### config.mk
export PLATFORM = sky130hd
export DESIGN_NAME = rvq_sqrt_cell
export DESIGN_NICKNAME = d
export VERILOG_FILES = /design/src/rtl/core/rotation_vector_to_quaternion_defines.svh /design/src/rtl/core/rvq_pkg.sv /design/src/rtl/core/rvq_sqrt_cell.sv
export SDC_FILE = /design/constraint.sdc
export NUM_CORES = 1
export LEC_CHECK = 0
export BUFFER_PORTS_ARGS = -buffer_cell sky130_fd_sc_hd__buf_2
export CORE_AREA = 5 5 279 281
export CTS_CLUSTER_SIZE = 20
export DETAILED_ROUTE_END_ITERATION = 8
export DIE_AREA = 0 0 284 286
export RECOVER_POWER = 25
export REMOVE_ABC_BUFFERS = 1
export SKIP_CTS_REPAIR_TIMING = 1
export SLEW_MARGIN = 25
export SYNTH_ARGS = -nofsm -noshare
export SYNTH_HDL_FRONTEND = slang
export SYNTH_SLANG_ARGS = --single-unit
### constraint.sdc
create_clock -name clock -period 3.75 [get_ports clock]
set_clock_uncertainty 0.15 [all_clocks]
set_input_delay 0.5625 -clock clock [delete_from_list [all_inputs] [get_ports clock]]
set_output_delay 0.5625 -clock clock [all_outputs]
set_load 0.1 [all_outputs]
### src/rtl/core/rotation_vector_to_quaternion_defines.svh
// Assertion macros shared by the rotation vector to quaternion RTL.
// Each macro expects signals named clock and reset in the including scope.
`ifndef ROTATION_VECTOR_TO_QUATERNION_DEFINES_SVH
`define ROTATION_VECTOR_TO_QUATERNION_DEFINES_SVH

// The consequent must hold in the same cycle as the antecedent.
`define RVQ_ASSERT_NOW(lbl, ante, cons, msg) \
   lbl: assert property (@(posedge clock) disable iff (reset) (ante) |-> (cons)) \
      else $error(msg);

// The consequent must hold in the cycle after the antecedent.
`define RVQ_ASSERT_NEXT(lbl, ante, cons, msg) \
   lbl: assert property (@(posedge clock) disable iff (reset) (ante) |=> (cons)) \
      else $error(msg);

`endif

### src/rtl/core/rvq_pkg.sv
// Shared types, constants and helper functions for the rotation vector to quaternion block.
// No dependencies.
package rvq_pkg;

   localparam int IN_FRAC_DEF  = 27;
   localparam int OUT_FRAC_DEF = 30;

   localparam int              LIMIT_W     = 28;
   localparam logic [LIMIT_W-1:0] LIMIT_RESET = 28'd13;

   localparam logic [63:0] INV_TWO_PI_Q64 = 64'h28BE_60DB_9391_054A;
   localparam logic [31:0] HALF_PI_LO     = 32'd2451551556;
   localparam logic [31:0] Q31_ONE        = 32'h8000_0000;

   localparam int SQRT_STEPS   = 32;
   localparam int SERIES_STEPS = 7;
   localparam int DIV_BITS     = 32;
   localparam int DEN_W        = 47;
   localparam int DIV_W        = 79;

   typedef struct packed {
      logic signed [31:0] vx;
      logic signed [31:0] vy;
      logic signed [31:0] vz;
      logic [31:0]        phi;
      logic [1:0]         quad;
      logic               flip;
      logic [31:0]        theta;
      logic signed [32:0] sin_v;
      logic signed [32:0] cos_v;
   } side_type;

   function automatic int unsigned sin_denom(input int idx);
      int unsigned d;
      case (idx)
         0: d = 210;
         1: d = 156;
         2: d = 110;
         3: d = 72;
         4: d = 42;
         5: d = 20;
         default: d = 6;
      endcase
      return d;
   endfunction

   function automatic int unsigned cos_denom(input int idx);
      int unsigned d;
      case (idx)
         0: d = 182;
         1: d = 132;
         2: d = 90;
         3: d = 56;
         4: d = 30;
         5: d = 12;
         default: d = 2;
      endcase
      return d;
   endfunction

   function automatic logic signed [31:0] sat32(input logic signed [63:0] v);
      logic signed [31:0] r;
      if (v > 64'sd2147483647) begin
         r = 32'sh7FFF_FFFF;
      end else if (v < -64'sd2147483648) begin
         r = 32'sh8000_0000;
      end else begin
         r = v[31:0];
      end
      return r;
   endfunction

endpackage

### src/rtl/core/rvq_sqrt_cell.sv
// One bit step of the pipelined integer square root.
// Depends on rvq_pkg.
module rvq_sqrt_cell #(
   parameter int STEP = 0
) (
   input  logic             clock,
   input  logic             reset,
   input  logic             en,
   input  logic             up_valid,
   input  rvq_pkg::side_type up_side,
   input  logic [63:0]      up_rem,
   input  logic [63:0]      up_res,
   output logic             dn_valid,
   output rvq_pkg::side_type dn_side,
   output logic [63:0]      dn_rem,
   output logic [63:0]      dn_res
);
   import rvq_pkg::*;

   localparam logic [63:0] BIT = 64'd1 << (62 - 2 * STEP);

   logic        valid_ff;
   side_type    side_ff;
   logic [63:0] rem_ff, rem_in, res_ff, res_in, trial;

   always_comb begin
      trial = up_res + BIT;
      if (up_rem >= trial) begin
         rem_in = up_rem - trial;
         res_in = (up_res >> 1) + BIT;
      end else begin
         rem_in = up_rem;
         res_in = up_res >> 1;
      end
   end

   always_ff @(posedge clock) begin
      if (reset) begin
         valid_ff <= 1'b0;
      end else if (en) begin
         valid_ff <= up_valid;
      end
      if (en) begin
         side_ff <= up_side;
         rem_ff  <= rem_in;
         res_ff  <= res_in;
      end
   end

   assign dn_valid = valid_ff;
   assign dn_side  = side_ff;
   assign dn_rem   = rem_ff;
   assign dn_res   = res_ff;
endmodule

==> metrics, run 1 <==
status=complete, but fails checks; failing checks=capacitance limit, slew limit; Synth Warn #=0; global route overflow=0; vias in the first global route=12800; worst reg2reg path endpoint=dn_valid; area of the multi-input gates=4420 um2; register area=10700 um2; flop2flop setup slack=2990 ps; Peak VDD IR=0.342 mV; total power=14.1 mW; Pre-antenna DRT Iters=5; crit path kind=in -> reg; share of cells above drive strength 1=38.5%; crit path time final=3590 ps; Max Buffers Root-to-Sink=3; largest net degree at the start of global routing=104; Top Ports=719; Post-synth EDFFs=roughly 360; Die Span Y=approximately 290 um; Hold Fails Final Rpt=0; Rel. slew slack=-86.8%; Worst-path clk slew=50 ps; post-synth top area cell=edfxtp_1; CTS H-tree lvls=2; Final GP Congestion=roughly 0.89; Power Dens Cells=585 nW/um2; count of antenna-violating nets left after detailed routing=0; Via density=between 4 and 5; row cnt=101; vias post-DR=13600; worst slew pin tran=2800 ps; top cell type's share of synthesized area=68.6%; final worst path period share=around 96%; CP arrival=3730 ps; Worst Reg2Reg Path Length in Cells=2; first-pass GRT wire length=96000 um; post-synthesis sequential element count=358; Mapped Area=15600 um2; RSZ-0062 raised after global routing=no; highest net fanout along the worst path=8; asr flop ratio synth=0%; DRC viols=0; non-filler cells, final=3154; Hold Path Stages=1; Setup-failing EPs final=0; post-DP HPWL=60000 um; die area=81200 um2; sequential element share of the synthesized area=68.7%; crit end category=register; area added between synthesis and finish=54.0%; Root Driver=clkbuf_16; CTS tree=built; FMAX=about 280 MHz; final WL=72700 um; crit start category=input port; GRT Total Usage=16.5%; synth top area cells=edfxtp_1, ha_1, o21ai_0; worst min path class=in -> reg; Distinct cells, synth=65; Initial Util=20.8%; fin util=about a third; drt initial violations=805; fillers=7632; Max Transition Viols Final=42; Worst Path Required=roughly 3900 ps; dpl cells=between 2000 and 3000; Static Leak=10.3 nW; number of I/O port buffers=718; Inserted Clock Buffers=45; RR Startpoint=dn_valid; nets=2548; Endpoint, Worst Hold=dn_side[11]; Post-Syn Area per Cell=13.7 um2; CTS sink count=358; wire length per cell=between 20 and 25 um; total core area=75200 um2; Top FF cell, synth=edfxtp_1; chip width=284 um; Clock Latency Late Sink=550 ps; cell count after synthesis=1144; initial antenna violation count=69; hold_sp=up_side[11]; number of max-cap violations=1
==> final cells by class <==
cell class	count	area share (%)
diodes	19	0.197
clock inverters	31	1.44
inverters	80	1.25
well taps	978	5.08
flip-flops and latches	358	44.6
clock buffers	51	4.86
repair buffers	968	24.2
multi-input cells	669	18.4
==> where the power goes <==
part	switching [mW]	internal [mW]	total, mW
Clock	1.79	2.67	4.46
Combinational	3.74	0.934	4.67
Sequential	0.101	4.85	4.95
Total	5.62	8.46	14.1
==> metal layers <==
metal	global-route usage [%]	up-vias	part of all wire [%]
li1	-	6298	-
met1	18.8	6417	38
met2	28.4	648	49
met3	7.16	163	9.9
met4	4.33	30	3.0
met5	0	-	0.25
==> cell usage after synthesis (5+ instances only) <==
master    count
a21o_1       45
a21oi_1      86
a31oi_1       6
buf_2        13
clkbuf_1     20
edfxtp_1    357
ha_1         64
inv_1        80
mux2_2        5
nand2_1     106
nand3_1       9
nand4_1      24
nor2_1       38
nor2b_1       8
nor3_1       15
o211ai_1      6
o21a_1        9
o21ai_0      88
o21ai_1       5
o21bai_1     21
xnor2_1      33
xor2_1       25
==> critical path, cell delays in order <==
cell and delay, ps:
dlygate4sd3_1 530, buf_2 110, inv_1 40, ha_1 370, a21o_1 210, o21bai_1 170
a21oi_1 160, o21a_1 220, a31oi_1 110, buf_4 160, a31oi_1 180, buf_4 160
o211ai_1 100, buf_4 150, o21ai_0 220, xnor2_1 140, o21ai_0 110
==> cells by family after synthesis <==
group | Yosys count | synth area share, %
flops | 358 | 68.7
simple gates | 236 | 7.23
fa+ha+maj | 65 | 5.25
mux | 7 | 0.488
compound gates | 303 | 12.1
xor+xnor | 58 | 3.25
buf+inv | 117 | 3.03
==> through the flow <==
step | TNS (ps) | instance area (um2) | worst slack, ps | hold WS (ps)
after floorplan | -24150 | 15500 | -518 | 485
after global placement | -131 | 21100 | -30.4 | 325
after detailed placement | -212 | 21100 | -46.8 | 338
after CTS | 0 | 22600 | 524 | -32.4
after global routing | 0 | 24000 | 73.7 | -0.366
final | 0 | 24100 | 159 | 27.5
==> placed cells by master (no fill, tap or decap), drive strengths merged, types with 7 or more instances in the layout <==
master,n
buf,742
edfxtp,357
dlygate4sd3,156
clkbuf,121
nand2,107
o21ai,93
a21oi,86
inv,85
ha,64
a21o,45
nor2,39
xnor2,33
xor2,25
nand4,24
o21bai,21
diode,19
nor3,15
clkinv,13
nand3,9
o21a,9
nor2b,8
a31oi,8
clkinvlp,7
o211ai,7
==> registers in the layout, summed over array words and instances (netlist names) <==
signal	cells
dn_valid	1
dn_side	229
dn_res	64
dn_rem	64
==> worst max path at each step <==
stage	slack (ps)	cells after the start	start	end
2_1_floorplan	-520	11	up_res[2]	dn_rem[16]
3_3_place_gp	-30	16	up_res[1]	dn_rem[57]
3_5_place_dp	-50	17	up_rem[0]	dn_rem[50]
4_1_cts	520	19	up_res[1]	dn_rem[63]
5_1_grt	70	17	up_res[18]	dn_rem[63]
6_report	160	17	up_res[18]	dn_rem[63]
Note: power is estimated with default switching activity, not from simulation.
==> inputs of run 2 (changes only) <==
--- a/config.mk
+++ b/config.mk
@@ -10,6 +10,7 @@
 export CTS_CLUSTER_SIZE = 20
 export DETAILED_ROUTE_END_ITERATION = 8
 export DIE_AREA = 0 0 284 286
+export MAX_ROUTING_LAYER = met4
 export RECOVER_POWER = 25
 export REMOVE_ABC_BUFFERS = 1
 export SKIP_CTS_REPAIR_TIMING = 1
==> run 2 against run 1 <==
Net effect: final area grew 0.10%; highest routed layer is now met4; total power hardly changed; the run still ends with capacitance limit, slew limit left; via count is 0.46% lower; critical endpoint unchanged; sequential power about the same; non-clock buffer count is 1 lower.
==> metrics, run 2 (synthesis results as in run 1) <==
final worst path period share=95.2% (was 95.8%); Power Dens Cells=584 nW/um2 (was 585 nW/um2); initial antenna violation count=71 (was 69); crit start category=input port (unchanged); drt initial violations=827 (was 805); CTS sink count=358 (unchanged); Hold Path Stages=1 (unchanged); post-DP HPWL=60000 um (unchanged); worst min path class=in -> reg (unchanged); Final GP Congestion=0.907 (was 0.892); final instance area=24100 um2 (about the same); register area=10700 um2 (unchanged); failing checks=capacitance limit, slew limit (unchanged); flop2flop setup slack=2990 ps (about the same); dpl cells=2897 (unchanged); Die Span Y=286 um (unchanged); die area=81200 um2 (unchanged); largest net degree at the start of global routing=104 (unchanged); Max Transition Viols Final=42 (unchanged); most common cell after layout, fill and taps aside=buf_2 (unchanged); nets=2547 (was 2548); Peak VDD IR=0.341 mV (was 0.342 mV); Worst Path Required=3890 ps (about the same); Root Driver=clkbuf_16 (unchanged); fillers=7631 (was 7632); Rel. slew slack=-87.4% (was -86.8%); vias in the first global route=12800 (about the same); count of antenna-violating nets left after detailed routing=0 (unchanged); Worst-path clk slew=50 ps (about the same); DP Area=21100 um2 (unchanged); worst reg2reg path endpoint=dn_valid (unchanged); number of max-cap violations=1 (unchanged); vias post-DR=13500 (was 13600); highest net fanout along the worst path=8 (unchanged); share of cells above drive strength 1=38.5% (about the same); worst slew pin tran=2810 ps (was 2800 ps); wire length per cell=22.9 um (was 23.0 um); Endpoint, Worst Hold=dn_side[11] (unchanged); row cnt=101 (unchanged); CTS tree=built (unchanged); final WL=72600 um (was 72700 um); Worst Reg2Reg Path Length in Cells=2 (unchanged); total core area=75200 um2 (unchanged); max FFs per register=229 (unchanged); hold_sp=up_side[11] (unchanged); RSZ-0062 raised after global routing=no (unchanged); first-pass GRT wire length=95900 um (was 96000 um); most frequent cells in the layout=buf_2, edfxtp_1, dlygate4sd3_1 (unchanged); GRT Total Usage=17.0% (was 16.5%); crit end category=register (unchanged); CTS H-tree lvls=2 (unchanged); status=complete, but fails checks (unchanged); Static Leak=10.3 nW (about the same); FMAX=280 MHz (was 278 MHz); crit path time final=3570 ps (was 3590 ps); Max Buffers Root-to-Sink=3 (unchanged); area added between synthesis and finish=54.2% (was 54.0%); Top Ports=719 (unchanged); Via density=4.26 (was 4.30); DRC viols=0 (unchanged); Setup-failing EPs final=0 (unchanged); RR Startpoint=dn_valid (unchanged); area of the multi-input gates=4420 um2 (unchanged); Initial Util=20.8% (unchanged); chip width=284 um (unchanged); Hold Fails Final Rpt=0 (unchanged); number of I/O port buffers=718 (unchanged); crit path kind=in -> reg (unchanged); CP arrival=3710 ps (was 3730 ps); total power=14.1 mW (about the same); Clock Latency Late Sink=550 ps (about the same); global route overflow=0 (unchanged); non-filler cells, final=3167 (was 3154); Inserted Clock Buffers=45 (unchanged); Pre-antenna DRT Iters=5 (unchanged)
run 2: cell type report:
| cell class | count | area share, % |
|---|---|---|
| Sequential cell | 358 | 44.5 |
| Timing Repair Buffer | 967 | 24.2 |
| Multi-Input combinational cell | 669 | 18.3 |
| Tap cell | 978 | 5.07 |
| Clock buffer | 51 | 4.85 |
| Clock inverter | 31 | 1.44 |
| Inverter | 80 | 1.25 |
| Antenna cell | 33 | 0.342 |
run 2: power breakdown:
part	switching [mW]	leakage, nW	internal (mW)	total [mW]
combinational	3.74	6.11	0.934	4.67
sequential	0.101	3.50	4.85	4.95
clock	1.79	0.719	2.67	4.46
run 2: metal layers:
metal	share of wire [%]	up-vias	global-route usage (%)	wire, um
li1	-	6318	-	-
met1	38	6410	18.7	27700
met2	49	633	28.5	35900
met3	9.9	133	7.24	7190
met4	2.5	0	4.33	1840
met5	0	-	-	0
run 2: critical path, cell delays in order:
cell and delay [ps]:
dlygate4sd3_1 530, buf_2 110, inv_1 40, ha_1 380, a21o_1 210, o21bai_1 170
a21oi_1 160, o21a_1 210, a31oi_1 110, buf_4 160, a31oi_1 180, buf_4 160
o211ai_1 100, buf_4 150, o21ai_0 210, xnor2_1 140, o21ai_0 110
run 2: worst max-delay path by stage:
stage,start,end,slack (ps),cells after the start
final,up_res[18],dn_rem[63],180,17
after global routing,up_res[18],dn_rem[63],70,17
after CTS,up_res[1],dn_rem[63],520,19
after detailed placement,up_rem[0],dn_rem[50],-50,17
after global placement,up_res[1],dn_rem[57],-30,16
after floorplan,up_res[2],dn_rem[16],-520,11
run 2: per-stage QoR:
step | utilization [%] | setup TNS [ps] | setup WS [ps] | hold WS [ps]
2_1_floorplan | - | -24150 | -518 | 485
3_3_place_gp | 28.0 | -131 | -30.4 | 325
3_5_place_dp | 28.0 | -212 | -46.8 | 338
4_1_cts | 30.0 | 0 | 524 | -32.4
5_1_grt | 32.0 | 0 | 73.7 | -1.34
6_report | 32.1 | 0 | 181 | 29.9
==> inputs of run 3 (changes only) <==
==> constraint.sdc (replaced) <==
create_clock -name clock -period 4.6 [get_ports clock]
set_clock_uncertainty 0.15 [all_clocks]
set_input_delay 0.69 -clock clock [delete_from_list [all_inputs] [get_ports clock]]
set_output_delay 0.69 -clock clock [all_outputs]
set_load 0.1 [all_outputs]
==> run 3 against run 2 <==
Net effect: synthesized cell count did not move; global-route usage rose by 0.10 points; the run now fails in detailed routing (5_2_route); area after synthesis did not move.
==> metrics, run 3 <==
Max Buffers Root-to-Sink=3 (unchanged); post-synthesis sequential element count=358 (unchanged); Final GP Congestion=0.907 (about the same); CTS sink count=358 (unchanged); First Err=[ERROR DRT-0255] Maze Route cannot find path of net clock in worker of routeBox ( 241500 193200 ) ( 284000 241500 ).; asr flop ratio synth=0% (unchanged); Mapped Area=15600 um2 (unchanged); global route overflow=0 (unchanged); number of I/O port buffers=718 (unchanged); post-synth top area cell=edfxtp_1 (unchanged); Distinct cells, synth=65 (unchanged); dpl ws=291 ps (was -46.8 ps); Synth Warn #=0 (unchanged); initial antenna violation count=77 (was 71); sequential element share of the synthesized area=68.7% (unchanged); cell count after synthesis=1144 (unchanged); most common cell in the netlist=edfxtp_1 (unchanged); Initial Util=20.8% (unchanged); row cnt=101 (unchanged); XOR/XNOR Fraction of Synth Area=3.25% (unchanged); Die Span Y=286 um (unchanged); synth top area cells=edfxtp_1, ha_1, o21ai_0 (unchanged); complex-gate fraction of the synthesized area=12.1% (unchanged); synth cell count leaders=edfxtp_1, nand2_1, o21ai_0, a21oi_1, inv_1 (unchanged); mux cell area share after synthesis=0.488% (unchanged); first-pass GRT wire length=96200 um (was 95900 um); largest family of logic cells by synthesized area=compound AO/OA/AOI/OAI gates (unchanged); last step reached=detailed routing (5_2_route); Top FF cell, synth=edfxtp_1 (unchanged); largest net degree at the start of global routing=106 (was 104); Post-synth EDFFs=357 (unchanged); top cell type's share of synthesized area=68.6% (unchanged); post-DP HPWL=59600 um (was 60000 um); post-synthesis simple-gate area fraction=7.23% (unchanged); Synth Area in Adders=5.25% (unchanged); chip width=284 um (unchanged); Post-Syn Area per Cell=13.7 um2 (unchanged); CTS H-tree lvls=2 (unchanged); Root Driver=clkbuf_16 (unchanged); Inserted Clock Buffers=44 (was 45); status=did not finish (was complete, but fails checks); GRT Total Usage=17.1% (was 17.0%); Top Ports=719 (unchanged); vias in the first global route=12600 (was 12800)
## run 3: cells by family after synthesis
family | after synthesis
xor gates and xnor gates | 58
and+or+nand+nor | 236
muxes | 7
adders and majority gates | 65
DFF | 358
AOI/OAI and AO/OA | 303
buffers and inverters | 117
## run 3: per-layer routing
| metal | track usage [%] |
|---|---|
| met1 | 19.1 |
| met2 | 28.9 |
| met3 | 6.65 |
| met4 | 4.11 |
| met5 | - |
## run 3: metrics by stage
step / cells / instance area [um2]
2_1_floorplan: 1107 / 15500
3_3_place_gp: 2819 / 20500
3_5_place_dp: 2819 / 20500
4_1_cts: 2896 / 21900
5_1_grt: 2921 / 21900
==> inputs of run 4 (changes only) <==
--- a/config.mk
+++ b/config.mk
@@ -6,11 +6,10 @@
 export NUM_CORES = 1
 export LEC_CHECK = 0
 export BUFFER_PORTS_ARGS = -buffer_cell sky130_fd_sc_hd__buf_2
-export CORE_AREA = 5 5 279 281
-export CTS_CLUSTER_SIZE = 20
+export CORE_MARGIN = 5
+export CORE_UTILIZATION = 20
 export DETAILED_ROUTE_END_ITERATION = 8
-export DIE_AREA = 0 0 284 286
-export MAX_ROUTING_LAYER = met4
+export PLACE_DENSITY_LB_ADDON = 0.15
 export RECOVER_POWER = 25
 export REMOVE_ABC_BUFFERS = 1
 export SKIP_CTS_REPAIR_TIMING = 1
==> run 4 against run 3 <==
Net effect: global-route usage is 1.5 points lower; the run now ends clean.
==> metrics, run 4 (synthesis results as in run 1) <==
nets=2326; Final GP Congestion=0.806 (was 0.907); register area=roughly 11000 um2; number of max-cap violations=0; Via density=between 4 and 5; area of the multi-input gates=4420 um2; Peak VDD IR=0.255 mV; most frequent cells in the layout=buf_2, edfxtp_1, nand2_1; CTS tree=built; max incr delay on CP=~540 ps; Max Buffers Root-to-Sink=3 (unchanged); crit path kind=in -> reg; share of cells above drive strength 1=41.2%; CTS H-tree lvls=2 (unchanged); count of antenna-violating nets left after detailed routing=0; met1 Usage GRT=17.1% (was 19.1%); global route overflow=0 (unchanged); largest net degree at the start of global routing=106 (unchanged); initial antenna violation count=56 (was 77); max FFs per register=between 200 and 250; crit start category=input port; wire length per cell=23.5 um; Clock Latency Late Sink=570 ps; highest net fanout along the worst path=21; Root Driver=clkbuf_16 (unchanged); post-DP HPWL=58700 um (was 59600 um); vias in the first global route=12700 (was 12600); Setup-failing EPs final=0; Max Transition Viols Final=0; Inserted Clock Buffers=45 (was 44); met2 usage=27.6% (was 28.9%); first-pass GRT wire length=93600 um (was 96200 um); Critical Path Most Common Cell=buf_4; number of I/O port buffers=718 (unchanged); total core area=77500 um2; GRT met3 Usage=5.74% (was 6.65%); worst slew pin tran=between 800 and 900 ps; status=complete, no violations (was did not finish); die area=83900 um2; GRT Total Usage=15.6% (was 17.1%); Rel. slew slack=40.1%; Top Ports=719 (unchanged); row cnt=102 (was 101); crit end category=register; Worst Setup Slack, final=a little over 800 ps; fillers=8171; final worst path period share=82.1%; worst min path class=in -> reg; Power Dens Cells=507 nW/um2; Die Span Y=290 um (was 286 um); CTS sink count=358 (unchanged); most common cell after layout, fill and taps aside=buf_2; crit path cell chain=buf_2 -> inv_1 -> ha_1 -> fa_1 -> nor2b_1 -> o21a_1 -> o211ai_2 -> a31o_2 -> nand2_2 -> a311oi_2 -> a31oi_4 -> nor2_4 -> buf_4 -> buf_4 -> o21ai_0; Hold Fails Final Rpt=0; dpl ws=152 ps (was 291 ps); Static Leak=9.45 nW; vias post-DR=12500; FMAX=between 200 and 300 MHz; crit path time final=3780 ps; Worst Path Required=roughly 4800 ps; chip width=290 um (was 284 um); Most Crowded Layer GR=met2 (unchanged); DRC viols=0; area added between synthesis and finish=41.5%; Initial Util=20.2% (was 20.8%); CP arrival=3940 ps; Setup TNS=0 ps; drt initial violations=between 800 and 900; RSZ-0062 raised after global routing=no; Worst-path clk slew=approximately 60 ps; final WL=70400 um; Pre-antenna DRT Iters=7; Max stage delay cell, worst path=a311oi_2
==> run 4: worst paths after layout <==
path	from	endpoint	slack, ps	cells after the start
min	up_side[32]	dn_side[32]	100	1
max	up_rem[0]	dn_rem[53]	820	15
max reg2reg	dn_valid	dn_valid	3880	2
min reg2reg	dn_valid	dn_valid	340	2
==> run 4: final cells by class <==
class                           count  share of cell area (%)
Sequential cell                   358                    48.5
Multi-Input combinational cell    669                    20.0
Timing Repair Buffer              746                    17.3
Tap cell                         1040                    5.88
Clock buffer                       51                    5.19
Clock inverter                     30                    1.52
Inverter                           80                    1.36
Antenna cell                       23                   0.260
==> run 4: critical path: cells and delay by family <==
kind	cells	cell delay (ps)
AO/OA/AOI/OAI	6	1480
adder cells (fa/ha/maj)	2	500
buffers and inverters	4	640
AND/OR/NAND/NOR	3	600
==> run 4: where the power goes <==
part           switching [mW]  leakage (nW)  internal, mW
sequential             0.0778          3.50          3.95
combinational            3.00          5.24         0.615
clock                    1.52         0.705          2.05
total                    4.60          9.45          6.61
==> run 4: metal layers <==
layer / wire length, um / vias up
li1: - / 5833
met1: 25500 / 5980
met3: 6680 / 164
met4: 2650 / 10
met2: 35600 / 530
met5: 61 / -
==> run 4: per-stage QoR <==
stage                     power (mW)  instance area [um2]  utilization (%)  instances  hold slack [ps]
after floorplan                 6.85                15500                -       1107              612
after global placement          7.74                20600             26.6       2893              325
after detailed placement        7.74                20600             26.6       2893              341
after CTS                       11.4                22100             28.5       2974             39.9
after global routing            11.7                22100             28.5       2984             59.3
final                           11.2                22100             28.6       2997              104
